### config.mk
export PLATFORM = sky130hd
export DESIGN_NAME = midpoint_ellipse_points_flat
export DESIGN_NICKNAME = d
export VERILOG_FILES = /design/src/mep_pkg.sv /design/src/mep_in_if.sv /design/src/mep_out_if.sv /design/src/midpoint_ellipse_points.sv /design/src/mep_datapath.sv /design/src/mep_ctrl.sv /design/src/flat_wrapper.sv
export VERILOG_INCLUDE_DIRS = /design/src /design/src/src
export SDC_FILE = /design/constraint.sdc
export NUM_CORES = 1
export LEC_CHECK = 0
export ABC_AREA = 1
export BUFFER_PORTS_ARGS = -buffer_cell sky130_fd_sc_hd__buf_4
export CAP_MARGIN = 20
export CORE_UTILIZATION = 60
export DETAILED_ROUTE_END_ITERATION = 10
export PLACE_DENSITY = 0.85
export SYNTH_ARGS = -nofsm -noshare
export SYNTH_HDL_FRONTEND = slang
export SYNTH_SLANG_ARGS = --single-unit
### constraint.sdc
create_clock -name clk -period 19.02 [get_ports clk]
set_input_delay 4.755 -clock clk [delete_from_list [all_inputs] [get_ports clk]]
set_output_delay 4.755 -clock clk [all_outputs]
set_load 0.01 [all_outputs]
### src/midpoint_ellipse_points_defines.svh
// Assertion macros for the ellipse point generator controller.
`ifndef MIDPOINT_ELLIPSE_POINTS_DEFINES_SVH
`define MIDPOINT_ELLIPSE_POINTS_DEFINES_SVH

`ifndef NO_ASSERTIONS

// Same-cycle implication, disabled while reset is asserted.
`define MEP_ASSERT_NOW(label, clk, rst_n, ante, cons, msg) \
    label: assert property (@(posedge clk) disable iff (!rst_n) (ante) |-> (cons)) \
        else $error(msg);

// Next-cycle implication, disabled while reset is asserted.
`define MEP_ASSERT_NEXT(label, clk, rst_n, ante, cons, msg) \
    label: assert property (@(posedge clk) disable iff (!rst_n) (ante) |=> (cons)) \
        else $error(msg);

`else

`define MEP_ASSERT_NOW(label, clk, rst_n, ante, cons, msg)
`define MEP_ASSERT_NEXT(label, clk, rst_n, ante, cons, msg)

`endif

`endif

### src/mep_pkg.sv
// Shared types and constants of the midpoint ellipse point generator.
package mep_pkg;

    // Field and register widths.
    localparam int RADIUS_W = 5;
    localparam int FIELD_W  = 10;
    localparam int STEP_W   = 6;
    localparam int SQ_W     = 2 * RADIUS_W;
    localparam int MUL_W    = 14;
    localparam int PROD_W   = 2 * MUL_W;
    localparam int G_W      = 19;
    localparam int D_W      = PROD_W;
    localparam int SUM_W    = 18;
    localparam int COORD_BITS_DEFAULT = 11;

    // Result limit for one ellipse run.
    localparam int MAX_RESULTS = 64;
    localparam logic [STEP_W-1:0] CNT_LAST = STEP_W'(MAX_RESULTS - 1);

    // Configuration registers.
    localparam int CFG_IDX_W = 1;
    localparam logic [CFG_IDX_W-1:0] CFG_RADIUS_X = 1'b0;
    localparam logic [CFG_IDX_W-1:0] CFG_RADIUS_Y = 1'b1;
    localparam logic [RADIUS_W-1:0] RADIUS_X_RESET = 5'd5;
    localparam logic [RADIUS_W-1:0] RADIUS_Y_RESET = 5'd2;

    // Datapath operations issued by the controller.
    typedef enum logic [3:0] {
        OP_NONE   = 4'd0,
        OP_START  = 4'd1,
        OP_SQ_B   = 4'd2,
        OP_A2B    = 4'd3,
        OP_INIT   = 4'd4,
        OP_EMIT   = 4'd5,
        OP_STEP1  = 4'd6,
        OP_R2_SQ1 = 4'd7,
        OP_R2_M1  = 4'd8,
        OP_R2_SQ2 = 4'd9,
        OP_R2_M2  = 4'd10,
        OP_R2_M3  = 4'd11,
        OP_R2_FIN = 4'd12,
        OP_STEP2  = 4'd13
    } op_t;

    typedef struct packed {
        op_t  op;
        logic last;
    } cmd_t;

    typedef struct packed {
        logic px_lt_py;
        logic ey_zero;
    } status_t;

endpackage

### src/mep_in_if.sv
// Request channel carrying one ellipse center and shift.
interface mep_in_if import mep_pkg::*; ();

    logic               valid;
    logic               ready;
    logic [FIELD_W-1:0] center_x;
    logic [FIELD_W-1:0] center_y;
    logic [FIELD_W-1:0] shift_x;

    modport source (
        output valid, center_x, center_y, shift_x,
        input  ready
    );

    modport sink (
        input  valid, center_x, center_y, shift_x,
        output ready
    );

endinterface

### src/mep_out_if.sv
// Result channel carrying one set of four mirrored plot points.
interface mep_out_if import mep_pkg::*; #(
    parameter int COORD_BITS = COORD_BITS_DEFAULT
) ();

    logic                  valid;
    logic                  ready;
    logic [COORD_BITS-1:0] x_right;
    logic [COORD_BITS-1:0] x_left;
    logic [COORD_BITS-1:0] y_upper;
    logic [COORD_BITS-1:0] y_lower;
    logic                  last_point;

    modport source (
        output valid, x_right, x_left, y_upper, y_lower, last_point,
        input  ready
    );

    modport sink (
        input  valid, x_right, x_left, y_upper, y_lower, last_point,
        output ready
    );

endinterface

### src/midpoint_ellipse_points.sv
// Top level of the midpoint ellipse point generator.
//
//  channel   | dir | handshake         | payload
//  ----------+-----+-------------------+-----------------------------------------------
//  ellipse   | in  | valid/ready       | center_x, center_y, shift_x
//  points    | out | valid/ready       | x_right, x_left, y_upper, y_lower, last_point
//  cfg       | in  | cfg_we, no ready  | cfg_index, cfg_data (radius_x, radius_y)
//
// One request yields n results, n up to radius_x + radius_y + 1 (at most 64).
// Setup runs through the accepting idle state, S_SQ_B, S_A2B and S_INIT; the first result
// then takes one output write, every later result one walk step and one output write, and
// the switch to region two runs S_R2_SQ1 to S_R2_FIN on the shared multiplier.
// A new request is taken once the last result sits in the output register.
// Reset returns the controller to idle and the radii to 5 and 2.
// A stalled output holds its result; the walk waits until the register is free.
module midpoint_ellipse_points import mep_pkg::*; #(
    parameter int COORD_BITS = COORD_BITS_DEFAULT
) (
    input  logic                 clk,
    input  logic                 rst_n,
    input  logic                 cfg_we,
    input  logic [CFG_IDX_W-1:0] cfg_index,
    input  logic [RADIUS_W-1:0]  cfg_data,
    mep_in_if.sink               ellipse,
    mep_out_if.source            points
);

    cmd_t    cmd;
    status_t status;

    // Controller.
    mep_ctrl u_ctrl (
        .clk       (clk),
        .rst_n     (rst_n),
        .in_valid  (ellipse.valid),
        .in_ready  (ellipse.ready),
        .out_valid (points.valid),
        .out_ready (points.ready),
        .status    (status),
        .cmd       (cmd)
    );

    // Datapath.
    mep_datapath #(
        .COORD_BITS (COORD_BITS)
    ) u_datapath (
        .clk        (clk),
        .rst_n      (rst_n),
        .cfg_we     (cfg_we),
        .cfg_index  (cfg_index),
        .cfg_data   (cfg_data),
        .center_x   (ellipse.center_x),
        .center_y   (ellipse.center_y),
        .shift_x    (ellipse.shift_x),
        .cmd        (cmd),
        .status     (status),
        .x_right    (points.x_right),
        .x_left     (points.x_left),
        .y_upper    (points.y_upper),
        .y_lower    (points.y_lower),
        .last_point (points.last_point)
    );

endmodule

### src/mep_datapath.sv
// Datapath: radius registers, shared multiplier, midpoint walk and output register.
module mep_datapath import mep_pkg::*; #(
    parameter int COORD_BITS = COORD_BITS_DEFAULT
) (
    input  logic                  clk,
    input  logic                  rst_n,
    input  logic                  cfg_we,
    input  logic [CFG_IDX_W-1:0]  cfg_index,
    input  logic [RADIUS_W-1:0]   cfg_data,
    input  logic [FIELD_W-1:0]    center_x,
    input  logic [FIELD_W-1:0]    center_y,
    input  logic [FIELD_W-1:0]    shift_x,
    input  cmd_t                  cmd,
    output status_t               status,
    output logic [COORD_BITS-1:0] x_right,
    output logic [COORD_BITS-1:0] x_left,
    output logic [COORD_BITS-1:0] y_upper,
    output logic [COORD_BITS-1:0] y_lower,
    output logic                  last_point
);

    localparam logic signed [SUM_W-1:0] COORD_HI = SUM_W'((1 << (COORD_BITS - 1)) - 1);
    localparam logic signed [SUM_W-1:0] COORD_LO = ~COORD_HI;

    // Clamp a coordinate sum to the signed output range.
    function automatic logic [COORD_BITS-1:0] sat_coord(input logic signed [SUM_W-1:0] v);
        logic signed [SUM_W-1:0] c;
        if (v > COORD_HI)
        begin
            c = COORD_HI;
        end
        else if (v < COORD_LO)
        begin
            c = COORD_LO;
        end
        else
        begin
            c = v;
        end
        return c[COORD_BITS-1:0];
    endfunction

    logic [RADIUS_W-1:0] radius_x_reg, radius_y_reg;

    logic [FIELD_W-1:0]      cx_reg, cx_next, cy_reg, cy_next, sh_reg, sh_next;
    logic [RADIUS_W-1:0]     b_reg, b_next;
    logic [SQ_W-1:0]         a2_reg, a2_next, b2_reg, b2_next;
    logic [STEP_W-1:0]       ex_reg, ex_next, ey_reg, ey_next;
    logic signed [G_W-1:0]   px_reg, px_next, py_reg, py_next;
    logic signed [D_W-1:0]   d_reg, d_next;
    logic [PROD_W-1:0]       prod_reg, prod_next;
    logic [MUL_W-1:0]        mul_a, mul_b;

    logic [COORD_BITS-1:0] x_right_reg, x_right_next, x_left_reg, x_left_next;
    logic [COORD_BITS-1:0] y_upper_reg, y_upper_next, y_lower_reg, y_lower_next;
    logic                  last_point_reg, last_point_next;

    // Shared terms of the walk recurrences.
    logic signed [G_W-1:0] b2_g, a2_g, px_inc, py_dec, prod_g;
    logic signed [D_W-1:0] b2_d, a2_d, px_inc_d, py_dec_d, prod_d;
    logic [STEP_W-1:0]     ey_m1;
    logic                  d_neg, d_pos;

    assign b2_g     = signed'({{(G_W - SQ_W - 1){1'b0}}, b2_reg, 1'b0});
    assign a2_g     = signed'({{(G_W - SQ_W - 1){1'b0}}, a2_reg, 1'b0});
    assign px_inc   = px_reg + b2_g;
    assign py_dec   = py_reg - a2_g;
    assign prod_g   = signed'(prod_reg[G_W-1:0]);
    assign b2_d     = signed'({{(D_W - SQ_W){1'b0}}, b2_reg});
    assign a2_d     = signed'({{(D_W - SQ_W){1'b0}}, a2_reg});
    assign px_inc_d = D_W'(px_inc);
    assign py_dec_d = D_W'(py_dec);
    assign prod_d   = signed'(prod_reg);
    assign ey_m1    = ey_reg - STEP_W'(1);
    assign d_neg    = d_reg[D_W-1];
    assign d_pos    = !d_reg[D_W-1] && (d_reg != '0);

    // Plot coordinates of the current step.
    logic signed [SUM_W-1:0] cx_s, cy_s, sh_s, ex_s, ey_s;

    assign cx_s = {{(SUM_W - FIELD_W){cx_reg[FIELD_W-1]}}, cx_reg};
    assign cy_s = {{(SUM_W - FIELD_W){cy_reg[FIELD_W-1]}}, cy_reg};
    assign sh_s = {{(SUM_W - FIELD_W){1'b0}}, sh_reg};
    assign ex_s = {{(SUM_W - STEP_W){1'b0}}, ex_reg};
    assign ey_s = {{(SUM_W - STEP_W){1'b0}}, ey_reg};

    // Status for the controller.
    assign status.px_lt_py = (px_reg < py_reg);
    assign status.ey_zero  = (ey_reg == '0);

    // Configuration registers.
    always_ff @(posedge clk or negedge rst_n)
    begin
        if (!rst_n)
        begin
            radius_x_reg <= RADIUS_X_RESET;
            radius_y_reg <= RADIUS_Y_RESET;
        end
        else if (cfg_we)
        begin
            case (cfg_index)
                CFG_RADIUS_X: radius_x_reg <= cfg_data;
                CFG_RADIUS_Y: radius_y_reg <= cfg_data;
                default: ;
            endcase
        end
    end

    // Operation decode: operand selection and register updates.
    always_comb
    begin
        cx_next         = cx_reg;
        cy_next         = cy_reg;
        sh_next         = sh_reg;
        b_next          = b_reg;
        a2_next         = a2_reg;
        b2_next         = b2_reg;
        ex_next         = ex_reg;
        ey_next         = ey_reg;
        px_next         = px_reg;
        py_next         = py_reg;
        d_next          = d_reg;
        mul_a           = '0;
        mul_b           = '0;
        x_right_next    = x_right_reg;
        x_left_next     = x_left_reg;
        y_upper_next    = y_upper_reg;
        y_lower_next    = y_lower_reg;
        last_point_next = last_point_reg;
        case (cmd.op)
            OP_START:
            begin
                cx_next = center_x;
                cy_next = center_y;
                sh_next = shift_x;
                b_next  = radius_y_reg;
                ex_next = '0;
                ey_next = {{(STEP_W - RADIUS_W){1'b0}}, radius_y_reg};
                px_next = '0;
                mul_a   = MUL_W'(radius_x_reg);
                mul_b   = MUL_W'(radius_x_reg);
            end
            OP_SQ_B:
            begin
                a2_next = prod_reg[SQ_W-1:0];
                mul_a   = MUL_W'(b_reg);
                mul_b   = MUL_W'(b_reg);
            end
            OP_A2B:
            begin
                b2_next = prod_reg[SQ_W-1:0];
                mul_a   = MUL_W'(a2_reg);
                mul_b   = MUL_W'(b_reg);
            end
            OP_INIT:
            begin
                // Start value of region one: 4*b^2 - 4*a^2*b + a^2.
                py_next = prod_g <<< 1;
                d_next  = (b2_d <<< 2) - (prod_d <<< 2) + a2_d;
            end
            OP_EMIT:
            begin
                x_right_next    = sat_coord(cx_s + ex_s + sh_s);
                x_left_next     = sat_coord(cx_s - ex_s + sh_s);
                y_upper_next    = sat_coord(cy_s + ey_s);
                y_lower_next    = sat_coord(cy_s - ey_s);
                last_point_next = cmd.last;
            end
            OP_STEP1:
            begin
                ex_next = ex_reg + STEP_W'(1);
                px_next = px_inc;
                if (d_neg)
                begin
                    d_next = d_reg + ((b2_d + px_inc_d) <<< 2);
                end
                else
                begin
                    ey_next = ey_m1;
                    py_next = py_dec;
                    d_next  = d_reg + ((b2_d - py_dec_d + px_inc_d) <<< 2);
                end
            end
            OP_R2_SQ1:
            begin
                mul_a = MUL_W'({ex_reg, 1'b1});
                mul_b = MUL_W'({ex_reg, 1'b1});
            end
            OP_R2_M1:
            begin
                mul_a = MUL_W'(b2_reg);
                mul_b = prod_reg[MUL_W-1:0];
            end
            OP_R2_SQ2:
            begin
                d_next = prod_d;
                mul_a  = MUL_W'(ey_m1);
                mul_b  = MUL_W'(ey_m1);
            end
            OP_R2_M2:
            begin
                mul_a = MUL_W'(a2_reg);
                mul_b = prod_reg[MUL_W-1:0];
            end
            OP_R2_M3:
            begin
                d_next = d_reg + (prod_d <<< 2);
                mul_a  = MUL_W'(a2_reg);
                mul_b  = MUL_W'(b2_reg);
            end
            OP_R2_FIN:
            begin
                d_next = d_reg - (prod_d <<< 2);
            end
            OP_STEP2:
            begin
                ey_next = ey_m1;
                py_next = py_dec;
                if (d_pos)
                begin
                    d_next = d_reg + ((a2_d - py_dec_d) <<< 2);
                end
                else
                begin
                    ex_next = ex_reg + STEP_W'(1);
                    px_next = px_inc;
                    d_next  = d_reg + ((a2_d - py_dec_d + px_inc_d) <<< 2);
                end
            end
            default: ;
        endcase
    end

    // Shared multiplier with registered product.
    assign prod_next = mul_a * mul_b;

    // Walk and payload registers.
    always_ff @(posedge clk)
    begin
        cx_reg         <= cx_next;
        cy_reg         <= cy_next;
        sh_reg         <= sh_next;
        b_reg          <= b_next;
        a2_reg         <= a2_next;
        b2_reg         <= b2_next;
        ex_reg         <= ex_next;
        ey_reg         <= ey_next;
        px_reg         <= px_next;
        py_reg         <= py_next;
        d_reg          <= d_next;
        prod_reg       <= prod_next;
        x_right_reg    <= x_right_next;
        x_left_reg     <= x_left_next;
        y_upper_reg    <= y_upper_next;
        y_lower_reg    <= y_lower_next;
        last_point_reg <= last_point_next;
    end

    assign x_right    = x_right_reg;
    assign x_left     = x_left_reg;
    assign y_upper    = y_upper_reg;
    assign y_lower    = y_lower_reg;
    assign last_point = last_point_reg;

endmodule

### src/mep_ctrl.sv
// Controller: sequences setup, region steps and result hand-off.
`include "midpoint_ellipse_points_defines.svh"

module mep_ctrl import mep_pkg::*; (
    input  logic    clk,
    input  logic    rst_n,
    input  logic    in_valid,
    output logic    in_ready,
    output logic    out_valid,
    input  logic    out_ready,
    input  status_t status,
    output cmd_t    cmd
);

    typedef enum logic [12:0] {
        S_IDLE    = 13'b0000000000001,
        S_SQ_B    = 13'b0000000000010,
        S_A2B     = 13'b0000000000100,
        S_INIT    = 13'b0000000001000,
        S_EMIT    = 13'b0000000010000,
        S_STEP1   = 13'b0000000100000,
        S_R2_SQ1  = 13'b0000001000000,
        S_R2_M1   = 13'b0000010000000,
        S_R2_SQ2  = 13'b0000100000000,
        S_R2_M2   = 13'b0001000000000,
        S_R2_M3   = 13'b0010000000000,
        S_R2_FIN  = 13'b0100000000000,
        S_STEP2   = 13'b1000000000000
    } state_t;

    state_t            state_reg, state_next;
    logic [STEP_W-1:0] cnt_reg, cnt_next;
    logic              region_two_reg, region_two_next;
    logic              out_valid_reg, out_valid_next;
    logic              slot_free, last_c;

    // The output register may be loaded when empty or being drained.
    assign slot_free = !out_valid_reg || out_ready;

    // This result closes the run when the limit is hit or the walk is done.
    assign last_c = (cnt_reg == CNT_LAST) ||
                    (status.ey_zero && (region_two_reg || !status.px_lt_py));

    // Next-state and command logic.
    always_comb
    begin
        state_next      = state_reg;
        cnt_next        = cnt_reg;
        region_two_next = region_two_reg;
        out_valid_next  = out_valid_reg && !out_ready;
        in_ready        = 1'b0;
        cmd.op          = OP_NONE;
        cmd.last        = 1'b0;
        case (state_reg)
            S_IDLE:
            begin
                in_ready = 1'b1;
                if (in_valid)
                begin
                    cmd.op          = OP_START;
                    cnt_next        = '0;
                    region_two_next = 1'b0;
                    state_next      = S_SQ_B;
                end
            end
            S_SQ_B:
            begin
                cmd.op     = OP_SQ_B;
                state_next = S_A2B;
            end
            S_A2B:
            begin
                cmd.op     = OP_A2B;
                state_next = S_INIT;
            end
            S_INIT:
            begin
                cmd.op     = OP_INIT;
                state_next = S_EMIT;
            end
            S_EMIT:
            begin
                if (slot_free)
                begin
                    cmd.op         = OP_EMIT;
                    cmd.last       = last_c;
                    out_valid_next = 1'b1;
                    cnt_next       = cnt_reg + STEP_W'(1);
                    if (last_c)
                    begin
                        state_next = S_IDLE;
                    end
                    else if (region_two_reg)
                    begin
                        state_next = S_STEP2;
                    end
                    else if (status.px_lt_py)
                    begin
                        state_next = S_STEP1;
                    end
                    else
                    begin
                        state_next = S_R2_SQ1;
                    end
                end
            end
            S_STEP1:
            begin
                cmd.op     = OP_STEP1;
                state_next = S_EMIT;
            end
            S_R2_SQ1:
            begin
                cmd.op          = OP_R2_SQ1;
                region_two_next = 1'b1;
                state_next      = S_R2_M1;
            end
            S_R2_M1:
            begin
                cmd.op     = OP_R2_M1;
                state_next = S_R2_SQ2;
            end
            S_R2_SQ2:
            begin
                cmd.op     = OP_R2_SQ2;
                state_next = S_R2_M2;
            end
            S_R2_M2:
            begin
                cmd.op     = OP_R2_M2;
                state_next = S_R2_M3;
            end
            S_R2_M3:
            begin
                cmd.op     = OP_R2_M3;
                state_next = S_R2_FIN;
            end
            S_R2_FIN:
            begin
                cmd.op     = OP_R2_FIN;
                state_next = S_STEP2;
            end
            S_STEP2:
            begin
                cmd.op     = OP_STEP2;
                state_next = S_EMIT;
            end
            default:
            begin
                state_next = S_IDLE;
            end
        endcase
    end

    // Control registers.
    always_ff @(posedge clk or negedge rst_n)
    begin
        if (!rst_n)
        begin
            state_reg      <= S_IDLE;
            cnt_reg        <= '0;
            region_two_reg <= 1'b0;
            out_valid_reg  <= 1'b0;
        end
        else
        begin
            state_reg      <= state_next;
            cnt_reg        <= cnt_next;
            region_two_reg <= region_two_next;
            out_valid_reg  <= out_valid_next;
        end
    end

    assign out_valid = out_valid_reg;

    // A result is written only into a free output register.
    `MEP_ASSERT_NOW(a_emit_slot_free, clk, rst_n, cmd.op == OP_EMIT, slot_free, "emit into busy output register")
    // The result that reaches the limit must close the run.
    `MEP_ASSERT_NOW(a_limit_last, clk, rst_n, (cmd.op == OP_EMIT) && (cnt_reg == CNT_LAST), cmd.last, "result limit reached without last mark")
    // The closing result returns the controller to idle.
    `MEP_ASSERT_NEXT(a_last_idle, clk, rst_n, (cmd.op == OP_EMIT) && cmd.last, state_reg == S_IDLE, "run did not end after last result")
    // An accepted request starts the setup sequence.
    `MEP_ASSERT_NEXT(a_start_setup, clk, rst_n, in_valid && in_ready, state_reg == S_SQ_B, "accepted request did not start setup")
    // Output valid rises only after a result was written.
    `MEP_ASSERT_NOW(a_valid_from_emit, clk, rst_n, $rose(out_valid_reg), $past(cmd.op == OP_EMIT), "output valid without result write")

endmodule

### src/flat_wrapper.sv
// flat-port wrapper written by rule: the top's interface ports become plain ports
module midpoint_ellipse_points_flat import mep_pkg::*;
#(
    parameter int COORD_BITS = COORD_BITS_DEFAULT
)
  (clk, rst_n, cfg_we, cfg_index, cfg_data, ellipse_valid, ellipse_center_x, ellipse_center_y, ellipse_shift_x, ellipse_ready, points_valid, points_x_right, points_x_left, points_y_upper, points_y_lower, points_last_point, points_ready);
  mep_in_if ellipse_i ();
  mep_out_if #(.COORD_BITS(COORD_BITS)) points_i ();
  input  logic clk;
  input  logic rst_n;
  input  logic cfg_we;
  input  logic [CFG_IDX_W-1:0] cfg_index;
  input  logic [RADIUS_W-1:0] cfg_data;
  input wire logic [$bits(ellipse_i.valid)-1:0] ellipse_valid;
  input wire logic [$bits(ellipse_i.center_x)-1:0] ellipse_center_x;
  input wire logic [$bits(ellipse_i.center_y)-1:0] ellipse_center_y;
  input wire logic [$bits(ellipse_i.shift_x)-1:0] ellipse_shift_x;
  output wire logic [$bits(ellipse_i.ready)-1:0] ellipse_ready;
  output wire logic [$bits(points_i.valid)-1:0] points_valid;
  output wire logic [$bits(points_i.x_right)-1:0] points_x_right;
  output wire logic [$bits(points_i.x_left)-1:0] points_x_left;
  output wire logic [$bits(points_i.y_upper)-1:0] points_y_upper;
  output wire logic [$bits(points_i.y_lower)-1:0] points_y_lower;
  output wire logic [$bits(points_i.last_point)-1:0] points_last_point;
  input wire logic [$bits(points_i.ready)-1:0] points_ready;
  assign ellipse_i.valid = ellipse_valid;
  assign ellipse_i.center_x = ellipse_center_x;
  assign ellipse_i.center_y = ellipse_center_y;
  assign ellipse_i.shift_x = ellipse_shift_x;
  assign ellipse_ready = ellipse_i.ready;
  assign points_valid = points_i.valid;
  assign points_x_right = points_i.x_right;
  assign points_x_left = points_i.x_left;
  assign points_y_upper = points_i.y_upper;
  assign points_y_lower = points_i.y_lower;
  assign points_last_point = points_i.last_point;
  assign points_i.ready = points_ready;
  midpoint_ellipse_points #(.COORD_BITS(COORD_BITS)) u_core (.clk(clk), .rst_n(rst_n), .cfg_we(cfg_we), .cfg_index(cfg_index), .cfg_data(cfg_data), .ellipse(ellipse_i), .points(points_i));
endmodule
==> results of run 1 <==
## worst max path at each step
stage                              endpoint          from  slack (ns)  depth (start not counted)
2_1_floorplan  u_core.u_datapath.prod_d[23]  points_ready        8.04                         30
3_3_place_gp   u_core.u_datapath.prod_d[23]  points_ready        7.00                         31
3_5_place_dp   u_core.u_datapath.prod_d[23]  points_ready        6.73                         31
4_1_cts        u_core.u_datapath.prod_d[23]  points_ready        7.32                         31
5_1_grt        u_core.u_datapath.prod_d[25]  points_ready        6.68                         32
6_report       u_core.u_datapath.prod_d[23]  points_ready        7.25                         31
## through the flow
stage          power [W]  cells  worst slack, ns  util (%)
2_1_floorplan    0.00275   3199             8.04         -
3_3_place_gp     0.00330   3788             7.00      63.8
3_5_place_dp     0.00334   3788             6.73      63.8
4_1_cts          0.00393   3840             7.32      66.2
5_1_grt          0.00433   3842             6.68      66.3
6_report         0.00401   3842             7.25      66.3
## cell families (layout without fill, tap and decap cells)
logic type / Yosys count / in the layout
AND/OR/NAND/NOR: 1260 / 1260
buffers and inverters: 642 / 753
AO/OA/AOI/OAI: 527 / 527
adder cells (fa/ha/maj): 386 / 386
flip-flops: 233 / 233
XOR/XNOR: 150 / 150
multiplexers: 1 / 1
## cell type report
type,count,area (um2)
Clock buffer,38,821
Clock inverter,14,160
Fill cell,3348,13800
Inverter,596,2240
Multi-Input combinational cell,2324,15800
Sequential cell,233,6590
Tap cell,532,666
Timing Repair Buffer,105,808
## power by group through the flow
stage / clock network [W] / registers (W) / logic (W)
final: 0.000573 / 0.000736 / 0.00270
after floorplan: 0 / 0.000715 / 0.00203
after global routing: 0.000589 / 0.000740 / 0.00300
after CTS: 0.000572 / 0.000733 / 0.00263
after detailed placement: 0 / 0.000743 / 0.00260
after global placement: 0 / 0.000741 / 0.00256
## cell usage in the layout, fill, tap and decap left out, drive strengths merged, types with 5 or more instances in the layout
master / netlist / final
clkinv: 8 / 14
xor2: 104 / 104
o21bai: 24 / 24
clkbuf: 17 / 38
ha: 251 / 251
fa: 135 / 135
nand3: 168 / 168
edfxtp: 176 / 176
o221ai: 24 / 24
o22ai: 15 / 15
or2: 13 / 13
a21oi: 185 / 185
a21o: 14 / 14
dfrtp: 27 / 27
o2111ai: 14 / 14
a21boi: 8 / 8
o31ai: 5 / 5
inv: 588 / 594
xnor2: 46 / 46
a22oi: 9 / 9
nand4: 36 / 36
a31oi: 15 / 15
nor4: 19 / 19
nor2: 266 / 266
o21a: 9 / 9
a221oi: 5 / 5
nand2: 714 / 714
o211ai: 14 / 14
nor3: 33 / 33
dfxtp: 26 / 26
buf: 29 / 105
a211oi: 6 / 6
o21ai: 167 / 167
## layer usage
| metal | vias to the layer above | GRT usage (%) |
|---|---|---|
| li1 | 10700 | - |
| met1 | 10600 | 44.7 |
| met2 | 1222 | 57.4 |
| met3 | 226 | 5.70 |
| met4 | 0 | 15.1 |
| met5 | - | 0 |
## Yosys cell counts (17+ instances only)
library cell and count:
nand2_1 700, inv_1 571, ha_1 251, nor2_1 240, a21oi_1 184, edfxtp_1 176, nand3_1 166, o21ai_0 154
fa_1 135, xor2_1 103, xnor2_1 46, nand4_1 36, nor3_1 33, dfrtp_1 27, dfxtp_1 26, o21bai_1 24
o221ai_1 23, buf_2 20, nor4_1 18, clkbuf_1 17, inv_2 17, nor2_2 17
==> results.yml, run 1 <==
floorplanning:
  io_pins: 88
  die-area_um2: 42200
  std_cell_rows: 74
  die_w_um: 205
  dieHeight_um: 205
  core_um2: 40800
  initial_core_util_pct: 60.8
pwr:
  seq_power_share_pct: 18.4
  power_frac_clock_pct: 14.3
  p_sw_w: 0.00205
  cell_internal_pwr_w: 0.00195
  irDropWorstVdd_v: 0.000117
  static-leakage-power_nw: 13.9
  comb_power_share_pct: 67.3
  swShare_pct: 51.3
  power-per-cell-area_nw_per_um2: 148
yosys:
  synth.distinct_cells: 71
  synth-seq-area-share_pct: 26.5
  synth_compound_gate_area_share_pct: 12.9
  yosys_most_used_dff: "edfxtp_1"
  postSynthNetCount: 3626
  synth_top_area_share_pct: 21.3
  main_combinational_cell_family_by_area_after_synthesis: "adder cells"
  number_of_synthesized_flops_with_an_enable_pin: 176
  synth.ff_latch_count: 233
  synthAdderAreaFrac_pct: 23.5
  synthArstFlopShare_pct: 13.3
  synth_top_area_cell: "edfxtp_1"
  postSynthAreaPerCell_um2: 7.76
  netlist_area_um2: 24800
  synth_cells: 3199
  synth.top_cells.by_area: "edfxtp_1 (21%), ha_1 (13%), fa_1 (11%), nand2_1 (11%), inv_1 (8.6%)"
  yosys.area_share.xor_xnor_pct: 5.32
  yosysWarnings: 0
  synth.area.mux_share_pct: 0.0403
  post_synth_and_or_nand_nor_area_fraction_pct: 21.7
worst_setup_path:
  crit_family: "adder cells"
  critical_path_buf_inv_count: 8
  critical_path.reg2reg.startpoint: "u_core.u_ctrl.state_reg[0]"
  critPathMaxStageDelay_ns: 0.55
  end_kind: "register"
  worstSetupPathType: "input pin to register"
  reg2reg_slack_ns: 10.28
  worst_r2r_path_depth: 32
  reg2reg_to: "u_core.u_datapath.prod_d[23]"
  worstPathRequired_ns: 19.46
  startpoint_type: "input pin"
  timing.critical_path.mode_cell: "inv_1"
  cpMaxStageDelayCell: "fa_1"
  crit_fanout: 14
  arrival_ns: 12.21
timing:
  report.final.slew_viol_count: 0
  fin_hold_ws_ns: 0.483
  timing.final.crit_share_pct: 61.9
  final.setup.tns_ns: 0
  timing.final.crit_period_ns: 11.77
  setup-violations-final: 0
  clock.fmax_ghz: 0.0849
  grt_setup_unrepaired: "no"
  finalClockSkew_ns: 0.0376
  final-hold-violation-count: 0
  timing.max_slew.rel_slack_pct: 22.5
  worst_pin_slew_ns: 1.16
global_route:
  grt_usage_pct: 34.7
  grt_pass1_wl_um: 114000
  antenna_found_initial: 0
  global_route_total_overflow: 0
  grt_pass1_vias: 22000
  grt_max_degree: 48
cells_and_area:
  area.growth.synth_to_final_pct: 9.00
  finish.instance_area_um2: 27100
  largest_reg_flops: 28
  nNetsFinal: 3715
  antennaDiodeCount: 0
  final_layout_size_suffix_gt1_share_pct: 7.46
placed_design:
  placed_area_um2: 26100
  place.gp.congestion: 1.02
  dp_hpwl_um: 56900
  io_buffer_count: 87
detailed_routing:
  topRoutingLayerUsed: "met4"
  drc_violation_count_after_routing: 0
  drt-met1-wl_um: 28000
  drt-vias-per-instance: 5.92
  first_iter_violations: 2274
  final_antenna_net_count: 0
  dr.pass1.iters: 9
  detailroute.wirelength.met2_um: 33100
  postRouteWirelength_um: 71700
  wire_per_inst_um: 18.7
  met3_length_um: 7290
  dr_total_vias: 22700
cts:
  clock_path_buffers: 3
  post_cts_buffers: 0
  clk_transition_reported_paths_ns: 0.06
  clock_tree_from_tritoncts: "done"
  postCtsResizedCells: 0
  clock_sink_count: 233
  cts.htree.levels: 1
  clk_root_buffer_cell: "clkbuf_16"
  hold_buffers: 0
  numCtsBuffers: 28
  clkLatencyLatePin_ns: 0.59
min_path:
  hp-start: "u_core.u_ctrl.region_two_reg"
  hold_path_class: "register to register"
  hold-path-endpoint: "u_core.u_ctrl.state_reg[6]"
  worstHoldPathCells: 1
run_status:
  status: "finished, final reports clean"
run:
  max_cap_viol_count: 0
Power figures use the tool's default switching activity.
==> inputs of run 2 (changes only) <==
Clock period 19.02 ns to 11.7 ns, I/O delays scaled along.
==> results.yml, run 2 (synthesis gave the netlist of run 1 again) <==
timing:
  timing.final.crit_share_pct: 84.2
  setup-violations-final: 0
  grt_setup_unrepaired: "no"
  report.final.slew_viol_count: 0
  finalClockSkew_ns: 0.0239
  timing.final.crit_period_ns: 9.85
  final.setup.tns_ns: 0
  timing.max_slew.rel_slack_pct: 12.0
  clock.fmax_ghz: 0.102
  final-hold-violation-count: 0
  worst_pin_slew_ns: 1.32
  fin_hold_ws_ns: 0.471
cells_and_area:
  final.fill_count: 3348
  finish.instance_area_um2: 27100
  multiInputGateArea_um2: 15800
  largest_reg_flops: 28
  area.growth.synth_to_final_pct: 8.94
  nNetsFinal: 3714
  layout.cells.most_common_list: "nand2_1 (700), inv_1 (570), ha_1 (251)"
  area.sequential_um2: 6590
  final_layout_size_suffix_gt1_share_pct: 7.40
  layout_commonest_cell: "nand2_1"
  fin_cells: 3842
pwr:
  seq_power_share_pct: 18.2
  swShare_pct: 51.5
  power_frac_clock_pct: 14.2
  static-leakage-power_nw: 13.9
  power-per-cell-area_nw_per_um2: 242
  irDropWorstVdd_v: 0.000165
  total_power_w: 0.00655
  p_sw_w: 0.00338
  cell_internal_pwr_w: 0.00317
  comb_power_share_pct: 67.5
detailed_routing:
  postRouteWirelength_um: 72300
  dr.pass1.iters: 6
  dr_total_vias: 22700
  drc_violation_count_after_routing: 0
  drt-vias-per-instance: 5.92
  first_iter_violations: 2627
  final_antenna_net_count: 0
  wire_per_inst_um: 18.8
worst_setup_path:
  critical_path_buf_inv_count: 8
  arrival_ns: 10.29
  worstSetupPathType: "input pin to register"
  cpMaxStageDelayCell: "fa_1"
  end_kind: "register"
  timing.critical_path.mode_cell: "inv_1"
  startpoint_type: "input pin"
  crit_family: "adder cells"
  worstPathRequired_ns: 12.15
  critPathMaxStageDelay_ns: 0.55
  crit_fanout: 14
cts:
  cts.htree.levels: 1
  clk_root_buffer_cell: "clkbuf_16"
  clkLatencyLatePin_ns: 0.59
  clk_transition_reported_paths_ns: 0.06
  postCtsResizedCells: 0
  post_cts_buffers: 0
  clock_tree_from_tritoncts: "done"
  hold_buffers: 0
  numCtsBuffers: 28
  clock_sink_count: 233
  clock_path_buffers: 3
floorplanning:
  io_pins: 88
  initial_core_util_pct: 60.8
  dieHeight_um: 205
  std_cell_rows: 74
  die-area_um2: 42200
  die_w_um: 205
  core_um2: 40800
global_route:
  grt_pass1_wl_um: 115000
  antenna_found_initial: 2
  grt_pass1_vias: 22300
  global_route_total_overflow: 0
  grt_max_degree: 48
  grt_usage_pct: 35.0
placed_design:
  place.gp.congestion: 0.989
  dp_hpwl_um: 57600
  placed_area_um2: 26000
  placed_cells: 3787
  io_buffer_count: 87
run:
  max_cap_viol_count: 0
min_path:
  hold_path_class: "register to register"
run_status:
  status: "finished, final reports clean"
run 2: cell count changes in the layout (fill, tap and decap cells not counted), sizes merged:
| cell | previous run | this run |
|---|---|---|
| clkinvlp | 0 | 3 |
| buf | 105 | 104 |
| diode | 0 | 1 |
| inv | 594 | 592 |
| clkinv | 14 | 12 |
| clkbuf | 38 | 39 |
run 2: layer usage:
layer  vias up  part of all wire, %  GRT usage [%]  wire length (um)
met5         -                    0              0                 0
met4         0                  4.3           14.3              3100
met3       234                   10           7.21              7440
met2      1165                   46           58.0             33400
met1     10700                   39           44.6             28400
li1      10700                    -              -                 -
run 2: metrics by stage:
step,util [%],setup slack (ns)
floorplan,-,2.55
global placement,63.8,1.56
detailed placement,63.8,1.36
CTS,66.2,1.91
global route,66.3,1.30
finish,66.3,1.85
run 2: path summary, 6_finish.rpt:
| check | slack [ns] | start | end | cells past startpoint |
|---|---|---|---|---|
| worst max-delay path | 1.85 | points_ready | u_core.u_datapath.prod_d[23] | 31 |
| worst min-delay path | 0.47 | u_core.u_ctrl.cnt_reg[5] | u_core.u_ctrl.cnt_reg[5] | 1 |
| worst max register to register | 2.81 | u_core.u_ctrl.state_reg[0] | u_core.u_datapath.prod_d[23] | 32 |
| worst min register to register | 0.47 | u_core.u_ctrl.cnt_reg[5] | u_core.u_ctrl.cnt_reg[5] | 1 |
| max in group asynchronous | 9.08 | rst_n | u_core.u_datapath.radius_y_reg[1] | 1 |
| min in group asynchronous | 2.28 | rst_n | u_core.u_ctrl.state_reg[10] | 1 |
run 2: power by group through the flow:
stage	clock network [W]	logic [W]	registers (W)
final	0.000931	0.00442	0.00119
after detailed placement	0	0.00425	0.00120
after global placement	0	0.00417	0.00120
after global routing	0.000966	0.00493	0.00120
after CTS	0.000935	0.00431	0.00119
after floorplan	0	0.00331	0.00116
run 2: area by class of cell:
| class | count | share of cell area, % |
|---|---|---|
| Antenna cell | 1 | 0.00925 |
| Sequential cell | 233 | 24.3 |
| Tap cell | 532 | 2.46 |
| Multi-Input combinational cell | 2324 | 58.4 |
| Clock inverter | 13 | 0.550 |
| Timing Repair Buffer | 104 | 2.91 |
| Clock buffer | 39 | 3.08 |
| Inverter | 596 | 8.27 |
